<file path="config.mk">
export PLATFORM = sky130hd
export DESIGN_NAME = inplace_majority_cell_smoother_core
export DESIGN_NICKNAME = d
export VERILOG_FILES = /design/src/rtl/core/imcs_pkg.sv /design/src/rtl/core/inplace_majority_cell_smoother_core.sv /design/src/rtl/core/imcs_cell.sv /design/src/rtl/core/imcs_line.sv
export SDC_FILE = /design/constraint.sdc
export NUM_CORES = 2
export LEC_CHECK = 0
export ABC_AREA = 1
export BUFFER_PORTS_ARGS = -buffer_cell sky130_fd_sc_hd__buf_2
export CORE_UTILIZATION = 64
export CTS_CLUSTER_SIZE = 40
export DETAILED_ROUTE_END_ITERATION = 16
export PLACE_DENSITY = 0.78
export SLEW_MARGIN = 30
export SYNTH_ARGS = -nofsm -noshare
export SYNTH_HDL_FRONTEND = slang
export SYNTH_SLANG_ARGS = --single-unit
</file>
<file path="constraint.sdc">
create_clock -name clk -period 13.53 [get_ports clk]
set_clock_uncertainty 0.05 [all_clocks]
set_input_delay 1.353 -clock clk [delete_from_list [all_inputs] [get_ports clk]]
set_output_delay 1.353 -clock clk [all_outputs]
set_load 0.02 [all_outputs]
</file>
<file path="src/rtl/core/imcs_pkg.sv">
// Shared types and constants of the in-place majority cell smoother.
`default_nettype none

package imcs_pkg;

  localparam int MAX_WIDTH_DEF  = 512;
  localparam int MAX_HEIGHT_DEF = 512;
  localparam int MIN_DIM        = 7;

  localparam int CFG_DW = 10;
  localparam int CFG_AW = 2;

  localparam int WIDTH_RST  = 300;
  localparam int HEIGHT_RST = 300;
  localparam logic [1:0] BAND_RST = 2'd3;
  localparam logic [3:0] THR_RST  = 4'd4;

  typedef logic [1:0] tile_t;

  localparam tile_t TILE_AIR  = 2'd0;
  localparam tile_t TILE_LAND = 2'd1;

  localparam logic FUNC_TILE = 1'b0;

  typedef enum logic [CFG_AW-1:0] {
    REG_MAP_WIDTH,
    REG_MAP_HEIGHT,
    REG_BORDER_BAND,
    REG_LAND_THRESHOLD
  } cfg_reg_t;

  typedef struct packed {
    logic  func;
    tile_t tile_in;
  } in_item_t;

  typedef struct packed {
    tile_t tile_out;
    logic  frame_last;
  } out_item_t;

  typedef struct packed {
    logic shift;
    logic restart;
  } line_ctl_t;

endpackage

`default_nettype wire

</file>
<file path="src/rtl/core/inplace_majority_cell_smoother_core.sv">
// Top level of the in-place 3x3 majority smoother for a raster-order tile stream.
`default_nettype none

// The block makes one in-place smoothing pass over a tile map that arrives in
// raster order, one tile per input transaction (func = tile). Interior cells
// become land when the land count of their 3x3 window is above the threshold,
// air when it is below, and keep their value when it is equal; cells above and
// to the left are seen with their updated values. Border cells pass through.
// Each result is registered, in the output or skid register, when the input
// transaction that lies map_width+1 tiles later is accepted. Once the
// last tile of a frame is in, flush transactions (or further tiles, whose data
// is dropped) drain the remaining map_width+1 results; frame_last marks the
// final one. A flush before the last tile is accepted and dropped.
// Throughput is one transaction per cycle on both channels while the receiver
// takes every result. The window is a 3x3 array of nine cells fed by two row
// delay memories; the updated value of each cell goes back into the upper
// delay memory. When the receiver stalls, one more result is parked in a skid
// register and in_ready drops only while that register is full.
// Reset loads the register defaults (300 x 300, band 3, threshold 4) and starts
// a new frame; the delay memories are not cleared, and entries read unwritten
// reach only border cells. A write to map_width or map_height also restarts the
// frame. The user must write configuration only while idle; it is not enforced.
module inplace_majority_cell_smoother_core #(
  parameter int MAX_WIDTH  = imcs_pkg::MAX_WIDTH_DEF,
  parameter int MAX_HEIGHT = imcs_pkg::MAX_HEIGHT_DEF
) (
  input  logic                            clk,
  input  logic                            rst_n,
  input  logic                            in_valid,
  output logic                            in_ready,
  input  imcs_pkg::in_item_t              in_data,
  output logic                            out_valid,
  input  logic                            out_ready,
  output imcs_pkg::out_item_t             out_data,
  input  logic                            cfg_we,
  input  logic [imcs_pkg::CFG_AW-1:0]     cfg_idx,
  input  logic [imcs_pkg::CFG_DW-1:0]     cfg_wdata
);
  import imcs_pkg::*;

  localparam int CW = $clog2(MAX_WIDTH);
  localparam int RW = $clog2(MAX_HEIGHT);
  localparam int W_RST = (WIDTH_RST > MAX_WIDTH) ? MAX_WIDTH : WIDTH_RST;
  localparam int H_RST = (HEIGHT_RST > MAX_HEIGHT) ? MAX_HEIGHT : HEIGHT_RST;

  // Configuration; the sizes are held as the last column and row index of the frame.
  logic [CW-1:0] w_last_r, w_last_nxt;
  logic [RW-1:0] h_last_r, h_last_nxt;
  logic [1:0]    band_r, band_nxt;
  logic [3:0]    thr_r, thr_nxt;
  logic [31:0]   cfg_v32;
  cfg_reg_t      cfg_reg;
  logic          frame_restart;

  assign cfg_v32 = 32'(cfg_wdata);
  assign cfg_reg = cfg_reg_t'(cfg_idx);
  assign frame_restart = cfg_we && (cfg_reg == REG_MAP_WIDTH || cfg_reg == REG_MAP_HEIGHT);

  // Out-of-range sizes are clamped at write time.
  always_comb begin
    w_last_nxt = w_last_r;
    h_last_nxt = h_last_r;
    band_nxt   = band_r;
    thr_nxt    = thr_r;
    if (cfg_we) begin
      unique case (cfg_reg)
        REG_MAP_WIDTH: begin
          if (cfg_v32 < 32'(MIN_DIM)) begin
            w_last_nxt = CW'(MIN_DIM - 1);
          end else if (cfg_v32 > 32'(MAX_WIDTH)) begin
            w_last_nxt = CW'(MAX_WIDTH - 1);
          end else begin
            w_last_nxt = CW'(cfg_v32 - 32'd1);
          end
        end
        REG_MAP_HEIGHT: begin
          if (cfg_v32 < 32'(MIN_DIM)) begin
            h_last_nxt = RW'(MIN_DIM - 1);
          end else if (cfg_v32 > 32'(MAX_HEIGHT)) begin
            h_last_nxt = RW'(MAX_HEIGHT - 1);
          end else begin
            h_last_nxt = RW'(cfg_v32 - 32'd1);
          end
        end
        REG_BORDER_BAND:    band_nxt = cfg_wdata[1:0];
        REG_LAND_THRESHOLD: thr_nxt  = cfg_wdata[3:0];
      endcase
    end
  end

  always_ff @(posedge clk) begin
    if (!rst_n) begin
      w_last_r <= CW'(W_RST - 1);
      h_last_r <= RW'(H_RST - 1);
      band_r   <= BAND_RST;
      thr_r    <= THR_RST;
    end else begin
      w_last_r <= w_last_nxt;
      h_last_r <= h_last_nxt;
      band_r   <= band_nxt;
      thr_r    <= thr_nxt;
    end
  end

  // Handshake and stream control.
  logic in_fire, take_tile, drain, step, produce, is_final, emit_ok;
  logic out_valid_r, skid_valid_r, pop;
  out_item_t out_r, skid_r, res;

  // Input position (p) and output position (q) counters.
  logic [CW-1:0] p_col_r, p_col_nxt, q_col_r, q_col_nxt;
  logic [RW-1:0] p_row_r, p_row_nxt, q_row_r, q_row_nxt;
  logic          done_r, done_nxt;

  assign in_ready  = !skid_valid_r;
  assign in_fire   = in_valid && in_ready;
  assign take_tile = in_fire && (in_data.func == FUNC_TILE) && !done_r;
  // Once the frame is in, every transaction is a drain tick.
  assign drain     = in_fire && done_r;
  assign step      = take_tile || drain;
  // Results start once tile width+1 of the frame arrives.
  assign emit_ok   = (p_row_r > RW'(1)) || (p_row_r == RW'(1) && p_col_r != '0);
  assign produce   = drain || (take_tile && emit_ok);
  assign is_final  = (q_col_r == w_last_r) && (q_row_r == h_last_r);

  always_comb begin
    p_col_nxt = p_col_r;
    p_row_nxt = p_row_r;
    q_col_nxt = q_col_r;
    q_row_nxt = q_row_r;
    done_nxt  = done_r;
    priority if (frame_restart || (produce && is_final)) begin
      p_col_nxt = '0;
      p_row_nxt = '0;
      q_col_nxt = '0;
      q_row_nxt = '0;
      done_nxt  = 1'b0;
    end else begin
      if (take_tile) begin
        if (p_col_r == w_last_r) begin
          p_col_nxt = '0;
          if (p_row_r == h_last_r) begin
            // Last tile in: the row counter parks at zero while draining.
            p_row_nxt = '0;
            done_nxt  = 1'b1;
          end else begin
            p_row_nxt = p_row_r + RW'(1);
          end
        end else begin
          p_col_nxt = p_col_r + CW'(1);
        end
      end
      if (produce) begin
        if (q_col_r == w_last_r) begin
          q_col_nxt = '0;
          q_row_nxt = q_row_r + RW'(1);
        end else begin
          q_col_nxt = q_col_r + CW'(1);
        end
      end
    end
  end

  always_ff @(posedge clk) begin
    if (!rst_n) begin
      p_col_r <= '0;
      p_row_r <= '0;
      q_col_r <= '0;
      q_row_r <= '0;
      done_r  <= 1'b0;
    end else begin
      p_col_r <= p_col_nxt;
      p_row_r <= p_row_nxt;
      q_col_r <= q_col_nxt;
      q_row_r <= q_row_nxt;
      done_r  <= done_nxt;
    end
  end

  // Window: bottom row holds original tiles p-2, p-1, p; the middle row holds
  // updated q-1 and original q, q+1; the top row holds updated q-w-1 .. q-w+1.
  line_ctl_t     line_ctl;
  logic [CW-1:0] line1_last, line2_last;
  tile_t         mid_right, top_right;
  tile_t         bot_left, bot_center, mid_left, mid_center, top_left, top_center;
  logic [8:0]    land;
  tile_t         upd;

  assign line_ctl.shift   = step;
  assign line_ctl.restart = frame_restart;
  // The original row is delayed by width-1 shifts, the updated row by width-2,
  // each with one more register at the read port.
  assign line1_last = w_last_r - CW'(1);
  assign line2_last = w_last_r - CW'(2);

  imcs_line #(.DEPTH(MAX_WIDTH)) u_line_orig (
    .clk  (clk),
    .rst_n(rst_n),
    .ctl  (line_ctl),
    .last (line1_last),
    .din  (in_data.tile_in),
    .dout (mid_right)
  );

  imcs_line #(.DEPTH(MAX_WIDTH)) u_line_upd (
    .clk  (clk),
    .rst_n(rst_n),
    .ctl  (line_ctl),
    .last (line2_last),
    .din  (upd),
    .dout (top_right)
  );

  imcs_cell u_bot_center (.clk(clk), .en(step), .d(in_data.tile_in), .q(bot_center));
  imcs_cell u_bot_left   (.clk(clk), .en(step), .d(bot_center), .q(bot_left));
  imcs_cell u_mid_center (.clk(clk), .en(step), .d(mid_right), .q(mid_center));
  imcs_cell u_mid_left   (.clk(clk), .en(step), .d(upd), .q(mid_left));
  imcs_cell u_top_center (.clk(clk), .en(step), .d(top_right), .q(top_center));
  imcs_cell u_top_left   (.clk(clk), .en(step), .d(top_center), .q(top_left));

  assign land[0] = (top_left == TILE_LAND);
  assign land[1] = (top_center == TILE_LAND);
  assign land[2] = (top_right == TILE_LAND);
  assign land[3] = (mid_left == TILE_LAND);
  assign land[4] = (mid_center == TILE_LAND);
  assign land[5] = (mid_right == TILE_LAND);
  assign land[6] = (bot_left == TILE_LAND);
  assign land[7] = (bot_center == TILE_LAND);
  assign land[8] = (in_data.tile_in == TILE_LAND);

  // Majority decision for cell q.
  logic [3:0]    cnt;
  logic [1:0]    band_eff;
  logic [CW:0]   col_hi;
  logic [RW:0]   row_hi;
  logic          interior;

  always_comb begin
    cnt = '0;
    for (int i = 0; i < 9; i++) begin
      cnt = cnt + 4'(land[i]);
    end
  end

  // A zero band acts as a band of one.
  assign band_eff = (band_r == 2'd0) ? 2'd1 : band_r;
  assign col_hi   = {1'b0, q_col_r} + (CW+1)'(band_eff);
  assign row_hi   = {1'b0, q_row_r} + (RW+1)'(band_eff);
  assign interior = (q_col_r >= CW'(band_eff)) && (col_hi <= {1'b0, w_last_r}) &&
                    (q_row_r >= RW'(band_eff)) && (row_hi <= {1'b0, h_last_r});

  always_comb begin
    upd = mid_center;
    if (interior) begin
      if (cnt > thr_r) begin
        upd = TILE_LAND;
      end else if (cnt < thr_r) begin
        upd = TILE_AIR;
      end
    end
  end

  assign res.tile_out   = upd;
  assign res.frame_last = is_final;

  // Output register with one skid entry behind it.
  assign pop = out_valid_r && out_ready;

  always_ff @(posedge clk) begin
    if (!rst_n) begin
      out_valid_r  <= 1'b0;
      skid_valid_r <= 1'b0;
    end else if (skid_valid_r) begin
      if (pop) begin
        skid_valid_r <= 1'b0;
      end
    end else if (produce) begin
      if (!out_valid_r || pop) begin
        out_valid_r <= 1'b1;
      end else begin
        skid_valid_r <= 1'b1;
      end
    end else if (pop) begin
      out_valid_r <= 1'b0;
    end
  end

  always_ff @(posedge clk) begin
    if (skid_valid_r) begin
      if (pop) begin
        out_r <= skid_r;
      end
    end else if (produce) begin
      if (!out_valid_r || pop) begin
        out_r <= res;
      end else begin
        skid_r <= res;
      end
    end
  end

  assign out_valid = out_valid_r;
  assign out_data  = out_r;

`ifndef SYNTHESIS
  a_skid_behind_out: assert property (@(posedge clk) disable iff (!rst_n)
    skid_valid_r |-> out_valid_r)
    else $error("skid entry held while the output register is empty");

  a_done_parks_input: assert property (@(posedge clk) disable iff (!rst_n)
    done_r |-> (p_col_r == '0 && p_row_r == '0))
    else $error("input position moved after the frame was complete");

  a_final_restarts: assert property (@(posedge clk) disable iff (!rst_n)
    (produce && is_final) |=> (q_col_r == '0 && q_row_r == '0 && !done_r))
    else $error("frame did not restart after its final result");

  a_final_only_draining: assert property (@(posedge clk) disable iff (!rst_n)
    (produce && is_final) |-> drain)
    else $error("final result produced before the frame was complete");

  a_q_in_frame: assert property (@(posedge clk) disable iff (!rst_n)
    q_row_r <= h_last_r)
    else $error("output row beyond the frame");
`endif

endmodule

`default_nettype wire

</file>
<file path="src/rtl/core/imcs_cell.sv">
// One window cell: holds a tile, takes its neighbor's tile on every shift.
`default_nettype none

module imcs_cell (
  input  logic           clk,
  input  logic           en,
  input  imcs_pkg::tile_t d,
  output imcs_pkg::tile_t q
);
  import imcs_pkg::*;

  tile_t tile_r;

  always_ff @(posedge clk) begin
    if (en) begin
      tile_r <= d;
    end
  end

  assign q = tile_r;

endmodule

`default_nettype wire

</file>
<file path="src/rtl/core/imcs_line.sv">
// Row delay line: a circular memory with a registered read, one entry per shift.
`default_nettype none

module imcs_line #(
  parameter int DEPTH = imcs_pkg::MAX_WIDTH_DEF
) (
  input  logic                     clk,
  input  logic                     rst_n,
  input  imcs_pkg::line_ctl_t      ctl,
  input  logic [$clog2(DEPTH)-1:0] last,
  input  imcs_pkg::tile_t          din,
  output imcs_pkg::tile_t          dout
);
  import imcs_pkg::*;

  localparam int AW = $clog2(DEPTH);

  tile_t         mem [DEPTH];
  tile_t         rd_r;
  logic [AW-1:0] ptr_r;
  logic [AW-1:0] ptr_nxt;

  // The pointer wraps after last, so the delay is last+1 shifts.
  always_comb begin
    ptr_nxt = ptr_r;
    if (ctl.restart) begin
      ptr_nxt = '0;
    end else if (ctl.shift) begin
      if (ptr_r >= last) begin
        ptr_nxt = '0;
      end else begin
        ptr_nxt = ptr_r + AW'(1);
      end
    end
  end

  always_ff @(posedge clk) begin
    if (!rst_n) begin
      ptr_r <= '0;
    end else begin
      ptr_r <= ptr_nxt;
    end
  end

  // Read before write at the same address.
  always_ff @(posedge clk) begin
    if (ctl.shift) begin
      rd_r       <= mem[ptr_r];
      mem[ptr_r] <= din;
    end
  end

  assign dout = rd_r;

endmodule

`default_nettype wire
</file>
==> qor.yml <==
timing:
  hold_viol: 0
  post-route-period-util: 0.505
  fin_setup_tns_ns: 0
  slew_headroom: 0.245
  setup_slack_ns: 6.69
  final-setup-viol-count: 0
  fmax_ghz: 0.146
  whs_ns: 0.392
  drv_slew: 0
  layout_min_cycle_time_ns: 6.84
  grt_setup_unrepaired: "no"
  worstMarginPinSlew_ns: 1.13
route:
  wirelength_met1_um: 91500
  met2WireLength_um: 110000
  wl_per_cell_um: 21.1
  drt-initial-drc-count: 10300
  drc: 0
  antenna_left: 0
  routed_wirelength_um: 239000
  dr.pass1.iters: 7
  dr.max_layer_used: "met5"
  dr_wl_met3_um: 29600
  route.vias.total: 68400
  via_per_inst: 6.02
logic_synthesis:
  ys_types: 37
  yosysTopAreaCell: "edfxtp_1"
  ys_seq_elements: 2151
  ys_async_sr_fraction: 0
  synth_area_leaders: "edfxtp_1 (65%), nor2_1 (10%), nand2_1 (8.8%), o21ai_0 (4.6%), inv_1 (1.7%)"
  synthMostInstantiatedCell: "nor2_1"
  synth_flop_cell: "edfxtp_1"
  yosys.area.top_type_share: 0.655
  yosys_warnings: 0
  syn_nets: 9622
  post_synth.cell_area_avg_um2: 9.97
  synth_edf_count: 2070
  synth_area_mm2: 0.0950
  synthCells: 9526
  synth_common_cells: "nor2_1 (2521), nand2_1 (2233), edfxtp_1 (2070)"
  synth_seq_area_share: 0.672
die:
  start_util: 0.648
  die_h_um: 387
  rows: 140
  coreArea_mm2: 0.146
  die-area_mm2: 0.150
  die_w_um: 387
  pin_count: 25
clocking:
  cts-root-buf: "clkbuf_16"
  tritoncts: "yes"
  post-cts-setup-buffers: 0
  cts-resized-gates: 0
  clk_pin_slew_ns: 0.06
  htreeDepth: 4
  clk_path_buf_depth: 3
  ctsHoldBuffers: 0
  clock_latency_ns: 0.85
  cts_sinks: 2151
  cts_made_buffers: 203
worst_setup_path:
  path_class: "primary input to register"
  cp_slowest_stage_delay_ns: 0.76
  cp_cell_sequence: "buf_8 -> nand2_1 -> fa_1 -> inv_1 -> fa_1 -> inv_1 -> fa_1 -> fa_1 -> inv_1 -> ha_1 -> nand2_1 -> a21oi_1 -> o211ai_1 -> nand3b_1 -> nand2_4 -> buf_4 -> buf_12"
  critPathSlowestCell: "buf_4"
  crit_arrival_ns: 7.30
  cp-end-kind: "register"
  cp_data_required_time_ns: 13.99
  crit_top_cell: "fa_1"
  critPathLaunchType: "primary input"
  crit_fanout: 190
place:
  io_buffers: 24
  gp_congestion: 0.902
  dp_worst_setup_slack_ns: 5.97
  hpwl_um: 127000
grt:
  antenna_found_initial: 3
  grt_max_degree: 223
  grt_pass1_wl_um: 366000
  grt_pass1_vias: 65900
  overflow: 0
  grtUsageTotal: 0.315
cells_and_area:
  drive_above_1_share: 0.0494
  area_growth_pct: 7.84
  diodes: 0
  fillers: 10300
  fin_nets: 9368
  post-route-util: 0.699
power:
  leakage_nw: 37.0
  ir_worst_vdd_v: 0.000152
  power_w: 0.0134
  power.density_mw_per_mm2: 131
outcome:
  status: "completed"
job:
  max_cap_viol_count: 0
worst_hold_path:
  hold_path.class: "register to register"
registers in the layout, indices dropped and copies added (netlist names), 3 cells and up:
name / flops
p_col_r: 9
q_row_r: 9
u_line_orig.ptr_r: 9
u_line_upd.ptr_r: 9
q_col_r: 9
thr_r: 4
skid_r: 3
out_data: 3
u_line_orig.mem: 1024
h_last_r: 9
u_line_upd.mem: 1024
p_row_r: 9
w_last_r: 9
power by group:
part / internal (W) / total, W / switching, W
clock: 0.00310 / 0.00550 / 0.00240
sequential: 0.00729 / 0.00731 / 0.0000192
combinational: 0.000156 / 0.000607 / 0.000450
total: 0.0105 / 0.0134 / 0.00287
worst paths after layout:
path	depth (start not counted)	startpoint	slack [ns]	to
setup / recovery	17	in_data[0]	6.69	u_line_upd.mem[217][1]$_DFFE_PP_
hold / removal	0	u_line_orig.dout[1]$_DFFE_PP_	0.39	u_mid_center.q[1]$_DFFE_PP_
setup reg to reg	19	u_mid_left.q[0]$_DFFE_PP_	7.12	u_line_upd.mem[217][1]$_DFFE_PP_
hold reg to reg	0	u_line_orig.dout[1]$_DFFE_PP_	0.39	u_mid_center.q[1]$_DFFE_PP_
metal layers:
layer | global-route usage | up-vias
met5 | 0 | -
met2 | 0.501 | 4083
li1 | - | 31200
met3 | 0.0599 | 559
met1 | 0.442 | 32600
met4 | 0.105 | 4
area by class of cell:
cell class                 instances  area [um2]  share of cell area
timing repair buffer             127        1050              0.0102
inverter                         452        1720              0.0168
clock inverter                   109         888             0.00867
clock buffer                     265        5470              0.0534
sequential                      2151       63800               0.623
tap                             1917        2400              0.0234
multi-input combinational       6337       27100               0.265
critical path: cells and delay by family:
kind | cells | cell delay [ns]
buffers and inverters | 6 | 2.00
adders and majority gates | 5 | 2.35
and+or+nand+nor | 4 | 1.00
AOI/OAI and AO/OA | 2 | 0.26
stage by stage:
| stage | cells | instance area (um2) |
|---|---|---|
| floorplan | 9526 | 95000 |
| global placement | 11000 | 96000 |
| detailed placement | 11000 | 96000 |
| CTS | 11400 | 102000 |
| global route | 11400 | 102000 |
| finish | 11400 | 102000 |
cell usage in the layout (no fill, tap or decap), types with 7 or more instances in the layout:
master / instances
nor2_1: 2514
clkbuf_8: 7
clkbuf_16: 207
xnor2_1: 13
bufinv_16: 14
buf_12: 8
clkbuf_1: 51
nand2_2: 23
inv_1: 437
dfxtp_1: 77
xor2_1: 50
buf_4: 90
inv_6: 8
inv_2: 7
nand4_1: 56
nor3_1: 35
nor4_1: 9
o21ai_0: 879
o22ai_1: 84
clkinv_2: 35
nand2_4: 8
a21oi_1: 79
ha_1: 71
or2_2: 8
edfxtp_1: 2070
nand3_1: 163
clkinv_1: 52
o21ai_1: 88
buf_2: 22
nand2_1: 2201
o211ai_1: 12
kinds of logic after synthesis:
logic type,synth area share
xor gates and xnor gates,0.00581
DFF,0.672
buffers and inverters,0.0450
adders and majority gates,0.0104
AOI/OAI and AO/OA,0.0630
and+or+nand+nor,0.204
(Power assumes the default switching activity.)
